[src/sv/art_pkg.sv]
// Package for the ack and retransmit tracker: widths, mode and result codes.
// No dependencies; used by every module of the tracker.
`default_nettype none
package art_pkg;
  localparam int SLOTS_DEF = 16;
  localparam int PEERS_DEF = 8;
  localparam int MODE_W = 3;
  localparam int PEER_W = 3;
  localparam int SEQ_W = 32;
  localparam int REF_W = 16;
  localparam int SLOTF_W = 4;
  localparam int TIME_W = 32;
  localparam int KIND_W = 3;
  localparam int TRY_W = 4;
  localparam int CFG_IDX_W = 1;

  localparam logic [MODE_W-1:0] MODE_ADD_UNI = 3'd0;
  localparam logic [MODE_W-1:0] MODE_ADD_BC = 3'd1;
  localparam logic [MODE_W-1:0] MODE_ADD_RCP = 3'd2;
  localparam logic [MODE_W-1:0] MODE_ACK = 3'd3;
  localparam logic [MODE_W-1:0] MODE_CLR_PEER = 3'd4;
  localparam logic [MODE_W-1:0] MODE_CLR_ALL = 3'd5;
  localparam logic [MODE_W-1:0] MODE_CHECK = 3'd6;
  localparam logic [MODE_W-1:0] MODE_RSVD = 3'd7;

  localparam logic [KIND_W-1:0] KIND_RESEND = 3'd0;
  localparam logic [KIND_W-1:0] KIND_DROP = 3'd1;
  localparam logic [KIND_W-1:0] KIND_OK = 3'd2;
  localparam logic [KIND_W-1:0] KIND_FULL = 3'd3;
  localparam logic [KIND_W-1:0] KIND_BAD_SLOT = 3'd4;

  localparam logic [CFG_IDX_W-1:0] CFG_ACK_TIMEOUT = 1'd0;
  localparam logic [CFG_IDX_W-1:0] CFG_RETRY_LIMIT = 1'd1;

  // Datapath operations issued by the controller.
  typedef enum logic [3:0] {
    OP_NONE, OP_LATCH, OP_ALLOC, OP_ADD_RCP, OP_SCAN, OP_FREE_SCAN,
    OP_CLR_ALL, OP_EMIT_RD, OP_EMIT, OP_REQUEUE, OP_STATUS, OP_CPEER
  } op_t;

  typedef struct packed {
    op_t op;
  } art_cmd_t;

  typedef struct packed {
    logic done;    // current walk finished
    logic found;   // walk located what it looked for
    logic due;     // front slot is due
    logic resend;  // front slot has tries left
    logic empty;   // no slot held
  } art_sts_t;
endpackage
`default_nettype wire

[src/sv/art_ctrl.sv]
// Controller for the tracker: sequences the walks of one transaction.
// Depends on art_pkg.
`default_nettype none
module art_ctrl (
  input  wire logic                     clk,
  input  wire logic                     rst_n,
  input  wire logic                     start,
  input  wire logic [art_pkg::MODE_W-1:0] in_mode,
  output logic                          busy,
  output art_pkg::art_cmd_t             cmd,
  input  art_pkg::art_sts_t             sts
);
  import art_pkg::*;

  localparam logic [3:0] S_IDLE = 4'd0, S_DISP = 4'd1, S_SCAN = 4'd2, S_FREE = 4'd3,
                         S_EMRD = 4'd4, S_EMIT = 4'd5, S_REQ = 4'd6, S_STAT = 4'd7,
                         S_CPEER = 4'd8;

  logic [3:0] state_r, state_nxt;
  logic [MODE_W-1:0] mode_r;

  always_ff @(posedge clk) begin
    if (!rst_n) state_r <= S_IDLE;
    else state_r <= state_nxt;
    if (start && !busy) mode_r <= in_mode;
  end

  assign busy = (state_r != S_IDLE);

  always_comb begin
    state_nxt = state_r;
    cmd.op = OP_NONE;
    unique case (state_r)
      S_IDLE: if (start) begin
        cmd.op = OP_LATCH;
        state_nxt = S_DISP;
      end
      S_DISP: begin
        unique case (mode_r) inside
          MODE_ADD_UNI, MODE_ADD_BC: begin cmd.op = OP_ALLOC; state_nxt = S_STAT; end
          MODE_ADD_RCP: begin cmd.op = OP_ADD_RCP; state_nxt = S_STAT; end
          MODE_ACK: state_nxt = S_SCAN;
          MODE_CLR_PEER: state_nxt = S_CPEER;
          MODE_CLR_ALL: begin cmd.op = OP_CLR_ALL; state_nxt = S_STAT; end
          MODE_CHECK: state_nxt = (!sts.empty && sts.due) ? S_EMRD : S_STAT;
          default: state_nxt = S_STAT;
        endcase
      end
      S_SCAN: begin
        cmd.op = OP_SCAN;
        if (sts.found) state_nxt = S_FREE;
        else if (sts.done) state_nxt = S_STAT;
      end
      S_CPEER: begin
        cmd.op = OP_CPEER;
        if (sts.found) state_nxt = S_FREE;
        else if (sts.done) state_nxt = S_STAT;
      end
      S_FREE: begin
        cmd.op = OP_FREE_SCAN;
        if (sts.done) state_nxt = (mode_r == MODE_CLR_PEER) ? S_CPEER : S_STAT;
      end
      S_EMRD: begin cmd.op = OP_EMIT_RD; state_nxt = S_EMIT; end
      S_EMIT: begin
        cmd.op = OP_EMIT;
        state_nxt = sts.done ? S_REQ : S_EMRD;
      end
      S_REQ: begin
        cmd.op = OP_REQUEUE;
        if (sts.resend) state_nxt = S_STAT;
        else state_nxt = S_FREE;
      end
      S_STAT: begin cmd.op = OP_STATUS; state_nxt = S_IDLE; end
      default: state_nxt = S_IDLE;
    endcase
  end

  a_disp: assert property (@(posedge clk) disable iff (!rst_n)
    (state_r == S_IDLE && start) |=> state_r == S_DISP)
    else $error("item not dispatched");
  a_stat: assert property (@(posedge clk) disable iff (!rst_n)
    state_r == S_STAT |=> state_r == S_IDLE)
    else $error("status not final");
  a_cmd: assert property (@(posedge clk) disable iff (!rst_n)
    state_r == S_IDLE |-> (cmd.op == OP_NONE || cmd.op == OP_LATCH))
    else $error("command while idle");
endmodule
`default_nettype wire

[config.mk]
export PLATFORM = sky130hd
export DESIGN_NAME = art_ctrl
export DESIGN_NICKNAME = d
export VERILOG_FILES = /design/src/sv/art_pkg.sv /design/src/sv/art_ctrl.sv
export SDC_FILE = /design/constraint.sdc
export NUM_CORES = 1
export LEC_CHECK = 0
export BUFFER_PORTS_ARGS = -buffer_cell sky130_fd_sc_hd__buf_2
export CORE_AREA = 2 2 39 41
export CTS_CLUSTER_DIAMETER = 100
export DETAILED_ROUTE_END_ITERATION = 10
export DIE_AREA = 0 0 41 43
export PLACE_DENSITY = 0.83
export SKIP_CTS_REPAIR_TIMING = 1
export SYNTH_ARGS = -nofsm -noshare
export SYNTH_HDL_FRONTEND = slang
export SYNTH_SLANG_ARGS = --single-unit
[constraint.sdc]
create_clock -name clk -period 2.32 [get_ports clk]
set_input_delay 0.116 -clock clk [delete_from_list [all_inputs] [get_ports clk]]
set_output_delay 0.116 -clock clk [all_outputs]
set_load 0.01 [all_outputs]
# [After elaboration in Yosys (flattened, before gate mapping)]
# Index checks and enable logic that the tools add are counted.
[op_classes] eq_ne=17 muxes=13 reduce_logical=10
[ops] cell="one-hot mux 4 bit (9 select lines)" count=1
[ops] cell="one-hot mux 4 bit (7 select lines)" count=1
[ops] cell="2-to-1 mux 4 bit" count=5
[ops] cell="equality test 4 x 3 -> 1 bit, second input constant" count=4
[ops] cell="one-hot mux 4 bit (3 select lines)" count=1
[ops] cell="equality test 3 bit, second input constant" count=3
[ops] cell="one-hot mux 3 bit (3 select lines)" count=1
[ops] cell="equality test 4 x 2 -> 1 bit, second input constant" count=2
[ops] cell="equality test 3 x 2 -> 1 bit, second input constant" count=2
[ops] cell="equality test 4 x 1 -> 1 bit, second input constant" count=1
[ops] cell="equality test 4 bit, second input constant" count=1
[ops] cell="zero test 4 bit" count=1
[ops] cell="2-to-1 mux 2 bit" count=2
[ops] cell="inequality test 2 bit, second input constant" count=2
[ops] cell="nonzero test 4 bit" count=1
[ops] cell="OR reduction 2 bit" count=2
[ops] cell="equality test 3 x 1 -> 1 bit, second input constant" count=1
[ops] cell="zero test 3 bit" count=1
[ops] cell="2-to-1 mux 3 bit" count=1
[ops] cell="inequality test 3 x 1 -> 1 bit, second input constant" count=1
[ops] cell="AND reduction 3 bit" count=1
[ops] cell="logical AND 1 bit" count=2
[ops] cell="zero test 1 bit" count=2
[ops] cell="2-to-1 mux 1 bit" count=1
[word_totals] reg_bits=7 inputBits=11 output_inout_bits=5 elab_cells=42

# [Logic depth before layout (Yosys ltp)]
# Gate-level depths: netlist of run 1.
[logic_depth] ltp_word=5 ltp_mapped=6 ltp_nobuf=5

# [Worst setup path before layout of run 1]
# No wires, ideal clock.
[synth_path] kind="flip-flop to flip-flop" start="reg state_r[1]" end="reg state_r[3]" setup_ns=0.117 t_arrival_ns=1.263 required_time_ns=2.203 setup_slack_ns=0.939 path_stages_with_launch=7 path_buffers=1 period_less_slack_ns=1.381 cell_sequence="dfxtp_1 buf_6 nor4b_2 a31oi_1 o32a_4 a41oi_2 nor2b_1"
[synth_between] elab_chain_len=4 elab_cells_between_ends=14 cone_classes="10 x eq/ne; 1 x mux; 3 x reduce/logical"
[synth_rtl] element="from (decl)" line="art_ctrl.sv:19" rtl="logic [3:0] state_r, state_nxt;"
[synth_rtl] element="from (signal assigned)" line="art_ctrl.sv:24" rtl="else state_r <= state_nxt;"
[synth_rtl] element="equality test 4 bit / equality test 4 x 2 -> 1 bit (equally long branches)" line="art_ctrl.sv:33" rtl="unique case (state_r)"
[synth_rtl] element="OR reduction 2 bit (no line)"
[synth_rtl] element="inequality test 3 x 1 -> 1 bit (no line)"
[synth_rtl] element="AND reduction 3 bit (no line)"
# Parallel ways exist; a longest one is shown, timed or not.
# A chain may end at the register's enable or synchronous reset.

==> results of run 1 <==
## cell type report
cell class                 instances  area [um2]  share of cell area, %
multi-input combinational         62       395.4                  56.03
clock buffer                       4       26.28                  3.723
sequential                         7       170.2                  24.11
timing repair buffer              16       82.58                  11.70
inverter                           3       11.26                  1.596
tap                               16       20.02                  2.837
## power breakdown
group | total [mW] | leakage, nW | internal (mW) | switching (mW)
combinational | 0.506 | 0.192 | 0.225 | 0.281
sequential | 0.274 | 0.0610 | 0.172 | 0.102
clock | 0.109 | 0.0150 | 0.0656 | 0.0438
total | 0.889 | 0.268 | 0.463 | 0.427
## worst max path at each step
stage | from | to | slack [ns] | depth (start not counted)
4_1_cts | state_r[0] | cmd[1] | 0.48 | 6
3_5_place_dp | state_r[3] | state_r[0] | 0.60 | 5
2_1_floorplan | state_r[1] | state_r[3] | 0.94 | 6
3_3_place_gp | state_r[3] | state_r[3] | 0.69 | 5
6_report | state_r[0] | cmd[1] | 0.46 | 6
5_1_grt | state_r[0] | cmd[3] | 0.33 | 6
## sequential cells by signal (all words and copies together) (netlist names)
name,flops
mode_r,3
state_r,4
## cells in the mapped netlist, types with 2 or more instances
library cell  n
a21oi_1       8
buf_2         2
clkbuf_1      3
dfxtp_1       4
edfxtp_1      3
inv_1         3
nand2_1       9
nand2b_1      4
nand3b_1      2
nor2_1        8
nor3b_1       2
o21ai_0       3
o22ai_1       2
o31ai_1       3
o32ai_1       2
or3_1         2
## logic make-up (layout without fill, tap and decap cells)
kind of cell           Yosys count  count (layout)  synth area share (%)
XOR/XNOR                         1               1                 1.438
AO/OA/AOI/OAI                   25              25                 30.39
flip-flops                       7               7                 27.93
AND/OR/NAND/NOR                 36              36                 33.06
buffers and inverters            9              23                 7.187
## metrics by stage
step | cell area (um2) | hold WS, ns | cells | power (mW) | setup slack (ns)
floorplan | 609.3 | 0.2149 | 78 | 0.6458 | 0.9394
global placement | 679.4 | 0.2928 | 104 | 0.7616 | 0.6887
detailed placement | 679.4 | 0.2951 | 104 | 0.7751 | 0.6044
CTS | 705.7 | 0.03620 | 108 | 0.8869 | 0.4783
global route | 705.7 | 0.02701 | 108 | 0.9692 | 0.3295
finish | 705.7 | 0.04315 | 108 | 0.8894 | 0.4624
## routing by layer
metal / global-route usage [%] / vias up / wire [um]
li1: - / 322 / -
met1: 23.36 / 294 / 616
met4: 14.67 / 0 / 35
met5: 0 / - / 0
met3: 2.618 / 4 / 97
met2: 27.81 / 25 / 699
==> summary.txt, run 1 <==
Global route
  – Number of global-route vias before repair: 530
  – GRT Total Usage: 18.91%
  – Largest net degree at the start of global routing: 19
  – Initial antenna violation count: 0
  – Grt ovf: 0
  – First-pass GRT wire length: 2.221 mm

Final layout
  – Diodes inserted: 0
  – # fillers: 132
  – Layout cells sized above 1: 25.00%
  – Area Growth Syn to Fin: 15.81%
  – Final core utilization: 50.99%
  – Most frequent cells in the layout: 15 x buf_2, 9 x nand2_1, 8 x nor2_1, 8 x a21oi_1
  – Commonest non-fill, non-tap cell in the layout: buf_2
  – Layout Nets: 104

Power
  – PwrDens: 1260 mW/mm2
  – Leakage power: 0.2681 nW
  – Peak VDD IR: 0.5073 mV

Detailed routing
  – DRC Markers: 0
  – Routed via count: 645
  – Post-DRT Antenna Nets: 0
  – DR pass1 iterations: 4
  – DR iter-0 viols: 35
  – Vias per std cell: 5.972
  – Total wire length: 1.449 mm
  – Wire per inst: 13.42 um

STA
  – Setup-failing EPs final: 0
  – Worst-margin pin slew: 0.6389 ns
  – Clock skew: 0.0007490 ns
  – Headroom to the max-slew limit: 57.35%
  – Slew Viols, Final: 0
  – Setup_tns: 0 ns
  – Unrepaired setup endpoints after global routing: false
  – Final Hold Vio Count: 0
  – Tcrit/Tclk final: 80.07%
  – Post-layout min period: 1.858 ns
  – Max Freq: 538.3 MHz

Synth
  – Area leader, netlist: edfxtp_1
  – Synth Warn #: 0
  – Sequential area share after synthesis: 27.93%
  – Synth area leaders: edfxtp_1 15%, dfxtp_1 13%, a21oi_1 6.6%
  – Post-synth EDFFs: 3
  – Mean Syn Cell Area: 7.812 um2
  – Top cell type's share of synthesized area: 14.78%
  – Syn Inst Count: 78
  – Post-Syn Area: 609.3 um2
  – Top_reg_cell synth: dfxtp_1
  – Post-Syn Nets: 89
  – Post-synth ARST share: 0%
  – Yosys reg bits: 7
  – Distinct cells, synth: 34

Die
  – DIE HEIGHT: 43 um
  – Core area: 0.001384 mm2
  – Die footprint: 0.001763 mm2
  – Initial core utilization: 44.03%
  – Row Count: 14
  – Chip Width: 41 um
  – # IOs: 16

Setup path
  – Launching point of the worst reg2reg path: state_r[3]
  – CP Class: flop to output port
  – R2R Setup Slk: 0.56 ns
  – Critical Path, Cell by Cell: buf_4 -> nor2_1 -> inv_1 -> or3_1 -> o21ai_0 -> buf_2
  – CP Buf/Inv Count: 3
  – Cells on worst reg2reg path: 5
  – Max Fanout on Critical Path: 11
  – Cell family with most CP delay: simple AND/OR/NAND/NOR gates
  – CP max stage delay: 0.36 ns
  – CP endpoint kind: output port
  – CP startpoint kind: flop
  – CP arrival: 1.74 ns
  – Critical-path top delay cell: dfxtp_1
  – Req. time, crit path: 2.20 ns
  – Reg-to-Reg End: state_r[0]

Hold path
  – HP Start: in_mode[1]
  – WHS Endpoint: mode_r[1]
  – Hold Crit Class: primary input to flop
  – Hold Crit Depth: 1

Place
  – Placer congestion estimate: 0.9106
  – Detail Placement HPWL: 1.102 mm
  – # port buffers: 15

CTS
  – CTS buffer count: 3
  – Clk slew on worst S/H paths: 0.05 ns
  – Clock sinks: 7
  – Clock Tree Root: clkbuf_4
  – H-tree levels: 1
  – Skew-Pair Late Insertion Delay: 0.25 ns
  – Clock Path Buffers: 2
  – CTS tree: done

Outcome
  – Status: finished clean

Job
  – Max cap viols: 0
No activity file was read; power rests on OpenSTA's default activity.
==> inputs of run 2 (changes only) <==
- CORE_AREA: 2 2 39 41 -> unset
- CORE_MARGIN: unset -> 2
- CORE_UTILIZATION: unset -> 45
- DIE_AREA: 0 0 41 43 -> unset
- PLACE_DENSITY: 0.83 -> 0.84
- clock period: 2.32 -> 1.7 ns (I/O delays scaled with it)
==> summary.txt, run 2 (synthesis results as in run 1) <==
Power
  – Combinational Power Share: 61.5%
  – Reg power frac: 26.8%
  – Power Internal: 680.2 uW
  – Clk pwr share: 11.8%
  – Leakage power: 0.2910 nW
  – Tot Pwr: 1.292 mW
  – Peak VDD IR: 0.9129 mV
  – PwrDens: 1739 mW/mm2
  – Switch share: 47.37%
  – P_sw: 612.2 uW

STA
  – Unrepaired setup endpoints after global routing: false
  – Post-layout min period: 1.606 ns
  – Clock skew: 0.003033 ns
  – Min Hold Slack: 0.005063 ns
  – Setup_tns: 0 ns
  – Slew Viols, Final: 0
  – Final Hold Vio Count: 0
  – Fin worst setup slack: 0.09384 ns
  – Max Freq: 622.6 MHz
  – Setup-failing EPs final: 0
  – Worst-margin pin slew: 0.4577 ns
  – Tcrit/Tclk final: 94.48%
  – Headroom to the max-slew limit: 69.44%

Global route
  – Grt ovf: 0
  – Number of global-route vias before repair: 530
  – GRT Total Usage: 21.15%
  – First-pass GRT wire length: 2.263 mm
  – Largest net degree at the start of global routing: 13
  – Initial antenna violation count: 0

Setup path
  – Launching point of the worst reg2reg path: state_r[1]
  – Max Fanout on Critical Path: 11
  – Reg-to-Reg End: state_r[0]
  – CP arrival: 1.52 ns
  – Cell family with most CP delay: simple AND/OR/NAND/NOR gates
  – CP startpoint: state_r[1]
  – CP Buf/Inv Count: 2
  – Req. time, crit path: 1.62 ns
  – CP endpoint kind: output port
  – Setup crit end: cmd[1]
  – CP max stage delay: 0.44 ns
  – Cells on worst reg2reg path: 5
  – Critical Path, Cell by Cell: nor2_4 -> inv_1 -> or3_1 -> o21ai_0 -> buf_2
  – WP depth: 5
  – CP startpoint kind: flop
  – R2R Setup Slk: 0.10 ns
  – Critical-path top delay cell: dfxtp_1
  – CP Class: flop to output port

Detailed routing
  – Total wire length: 1.532 mm
  – DRC Markers: 0
  – DR pass1 iterations: 4
  – Post-DRT Antenna Nets: 0
  – DR iter-0 viols: 16
  – Vias per std cell: 5.928
  – Routed via count: 658
  – Wire per inst: 13.80 um

Final layout
  – Layout Nets: 108
  – Layout cells sized above 1: 30.21%
  – Post-route insts no fill: 111
  – Non-Filler Cell Area, Final: 743.2 um2
  – Multi-input combinational cell area: 402.9 um2
  – Top reg by flops: state_r
  – Commonest non-fill, non-tap cell in the layout: buf_2
  – Register area: 171.4 um2
  – Max reg flops: 4
  – Final core utilization: 57.84%
  – Most frequent cells in the layout: 15 x buf_2, 9 x nand2_1, 8 x a21oi_1
  – Largest registers: state_r x4, mode_r x3
  – # fillers: 127
  – Diodes inserted: 0
  – Area Growth Syn to Fin: 21.97%

Job
  – Max cap viols: 0

CTS
  – CTS buffer count: 3
  – Skew-Pair Late Insertion Delay: 0.25 ns
  – CTS tree: done
  – Clock sinks: 7
  – Clock Path Buffers: 2
  – Clock Tree Root: clkbuf_4
  – Clk slew on worst S/H paths: 0.05 ns
  – H-tree levels: 1

Die
  – Die footprint: 0.001664 mm2
  – Row Count: 13
  – Core area: 0.001285 mm2
  – DIE HEIGHT: 40.80 um
  – # IOs: 16
  – Chip Width: 40.80 um
  – Initial core utilization: 47.42%

Outcome
  – Status: finished clean

Place
  – Placer congestion estimate: 0.8596
  – Place WS: 0.1589 ns
  – # port buffers: 15
  – Placed cells: 107
  – Area after DPL: 708.2 um2
  – Detail Placement HPWL: 1.144 mm

Hold path
  – Hold Crit Class: primary input to flop
run 2: cell count changes in the layout (fill, tap and decap cells not counted), sizes merged:
cell | before | now
buf | 16 | 20
run 2: cell type report:
class / instances / area share [%]
clock buffers: 4 / 3.535
repair buffers: 20 / 15.15
well taps: 15 / 2.525
inverters: 3 / 1.515
flip-flops and latches: 7 / 23.06
multi-input cells: 62 / 54.21
run 2: worst min-delay path by stage:
stage / endpoint / from / cells after the start / slack [ns]
after global routing: mode_r[0] / in_mode[0] / 1 / 0.002
after global placement: mode_r[2] / in_mode[2] / 1 / 0.26
after floorplan: mode_r[0] / in_mode[0] / 0 / 0.18
after detailed placement: mode_r[2] / in_mode[2] / 1 / 0.26
after CTS: mode_r[2] / in_mode[2] / 1 / -0.001
final: mode_r[2] / in_mode[2] / 1 / 0.005
run 2: routing by layer:
metal | global-route usage, % | vias to the layer above | wire (um)
met5 | 0 | - | 0
met4 | 12.50 | 0 | 14
met3 | 1.630 | 4 | 107
met2 | 34.38 | 39 | 747
met1 | 27.00 | 287 | 662
li1 | - | 328 | -
run 2: power groups by stage:
stage	combinational, mW	clock [mW]	sequential, mW
2_1_floorplan	0.608	0	0.274
3_3_place_gp	0.753	0	0.329
3_5_place_dp	0.768	0	0.334
4_1_cts	0.772	0.156	0.331
5_1_grt	0.874	0.164	0.355
6_report	0.794	0.152	0.346
==> inputs of run 3 (changes only) <==
- CORE_AREA: unset -> 2 2 39 41
- CORE_MARGIN: 2 -> unset
- CORE_UTILIZATION: 45 -> unset
- DIE_AREA: unset -> 0 0 41 43
- PLACE_DENSITY: 0.84 -> 0.83
- clock period: 1.7 -> 1.6 ns (I/O delays scaled with it)
==> summary.txt, run 3 (synthesis results as in run 1) <==
Outcome
  – Status: finished clean

Place
  – Area after DPL: 732.0 um2
  – Placer congestion estimate: 0.9490
  – # port buffers: 15
  – Placed cells: 111
  – Place WS: 0.1959 ns
  – Detail Placement HPWL: 1.143 mm

Final layout
  – Area Growth Syn to Fin: 32.03%
  – Diodes inserted: 0
  – Register area: 173.9 um2
  – Max reg flops: 4
  – Top reg by flops: state_r
  – Layout cells sized above 1: 35.64%
  – Post-route insts no fill: 117
  – # fillers: 116
  – Layout Nets: 113
  – Multi-input combinational cell area: 410.4 um2
  – Most frequent cells in the layout: 15 x buf_2, 9 x nand2_1, 8 x a21oi_1
  – Commonest non-fill, non-tap cell in the layout: buf_2
  – Largest registers: state_r x4, mode_r x3
  – Non-Filler Cell Area, Final: 804.5 um2

Die
  – Row Count: 14
  – # IOs: 16
  – DIE HEIGHT: 43 um
  – Die footprint: 0.001763 mm2
  – Initial core utilization: 44.03%
  – Core area: 0.001384 mm2
  – Chip Width: 41 um

Global route
  – Grt ovf: 0
  – Largest net degree at the start of global routing: 14
  – Number of global-route vias before repair: 562
  – First-pass GRT wire length: 2.221 mm
  – Initial antenna violation count: 0
  – GRT Total Usage: 18.18%

Setup path
  – Reg-to-Reg End: state_r[0]
  – Req. time, crit path: 1.52 ns
  – Launching point of the worst reg2reg path: state_r[3]
  – CP endpoint kind: output port
  – CP Class: flop to output port
  – Critical-path top delay cell: dfxtp_2
  – CP startpoint kind: flop
  – CP arrival: 1.41 ns
  – CP max stage delay: 0.36 ns
  – Critical Path, Cell by Cell: buf_6 -> nor2_2 -> nand3_1 -> nand2_1 -> a22oi_1 -> o21ai_1 -> buf_2
  – Max Fanout on Critical Path: 13
  – R2R Setup Slk: 0.19 ns
  – Cells on worst reg2reg path: 6

Detailed routing
  – Post-DRT Antenna Nets: 0
  – Total wire length: 1.476 mm
  – Vias per std cell: 5.846
  – Wire per inst: 12.62 um
  – DR pass1 iterations: 4
  – DRC Markers: 0
  – Routed via count: 684
  – DR iter-0 viols: 34

Hold path
  – Hold Crit Class: primary input to flop
  – Hold Crit Depth: 1
  – WHS Endpoint: mode_r[0]
  – HP Start: in_mode[0]

Power
  – Peak VDD IR: 0.8266 mV
  – Leakage power: 0.3184 nW
  – Tot Pwr: 1.400 mW
  – PwrDens: 1740 mW/mm2

CTS
  – Skew-Pair Late Insertion Delay: 0.24 ns
  – Clock sinks: 7
  – CTS buffer count: 3
  – Clk slew on worst S/H paths: 0.05 ns
  – Clock Path Buffers: 2
  – Clock Tree Root: clkbuf_4
  – H-tree levels: 1
  – CTS tree: done

STA
  – Worst-margin pin slew: 0.3785 ns
  – Clock skew: 0.0004949 ns
  – Fin worst setup slack: 0.1093 ns
  – Slew Viols, Final: 0
  – Setup-failing EPs final: 0
  – Post-layout min period: 1.491 ns
  – Unrepaired setup endpoints after global routing: true
  – Max Freq: 670.8 MHz
  – Headroom to the max-slew limit: 74.54%
  – Tcrit/Tclk final: 93.17%
  – Final Hold Vio Count: 0
  – Setup_tns: 0 ns

Job
  – Max cap viols: 0
[run 3: changes by cell type in the layout (fill, tap and decap cells not counted), sizes merged]
cell / delta
dlygate4sd3: +2
buf: +3
[run 3: worst max-delay path by stage]
stage,slack (ns),end,cells after the start,startpoint
global placement,0.21,state_r[0],6,state_r[3]
detailed placement,0.20,state_r[1],5,state_r[0]
floorplan,0.22,state_r[3],6,state_r[1]
global route,-0.02,cmd[0],7,mode_r[0]
CTS,-0.05,cmd[1],5,state_r[0]
finish,0.11,cmd[1],7,state_r[1]
[run 3: final cells by class]
cell class,instances,share of cell area (%)
inverter,3,1.400
multi-input combinational,62,51.01
tap,16,2.488
sequential,7,21.62
timing repair buffer,25,20.22
clock buffer,4,3.266
[run 3: per-stage QoR]
| stage | util [%] | hold slack, ns |
|---|---|---|
| final | 58.14 | 0.01137 |
| after global routing | 58.14 | 0.0003303 |
| after CTS | 54.79 | 0.002022 |
| after detailed placement | 52.89 | 0.2597 |
| after global placement | 52.89 | 0.2574 |
| after floorplan | - | 0.1789 |
[run 3: metal layers]
layer  up-vias  track usage [%]  part of all wire (%)
met3         2            3.665                   4.9
met1       312            22.62                    42
met4         0            8.667                  0.81
met5         -                0                     0
met2        27            28.44                    52
li1        343                -                     -
[run 3: worst max-delay path: cells and delay by family, from the launching register on]
family | cells | cell delay, ns
AND/OR/NAND/NOR | 3 | 0.33
AO/OA/AOI/OAI | 2 | 0.18
flip-flops | 1 | 0.36
buffers and inverters | 2 | 0.30
[run 3: power by group]
part | total, mW | switching, mW | internal, mW
Sequential | 0.343 | 0.0874 | 0.256
Combinational | 0.905 | 0.496 | 0.409
Clock | 0.152 | 0.0573 | 0.0947
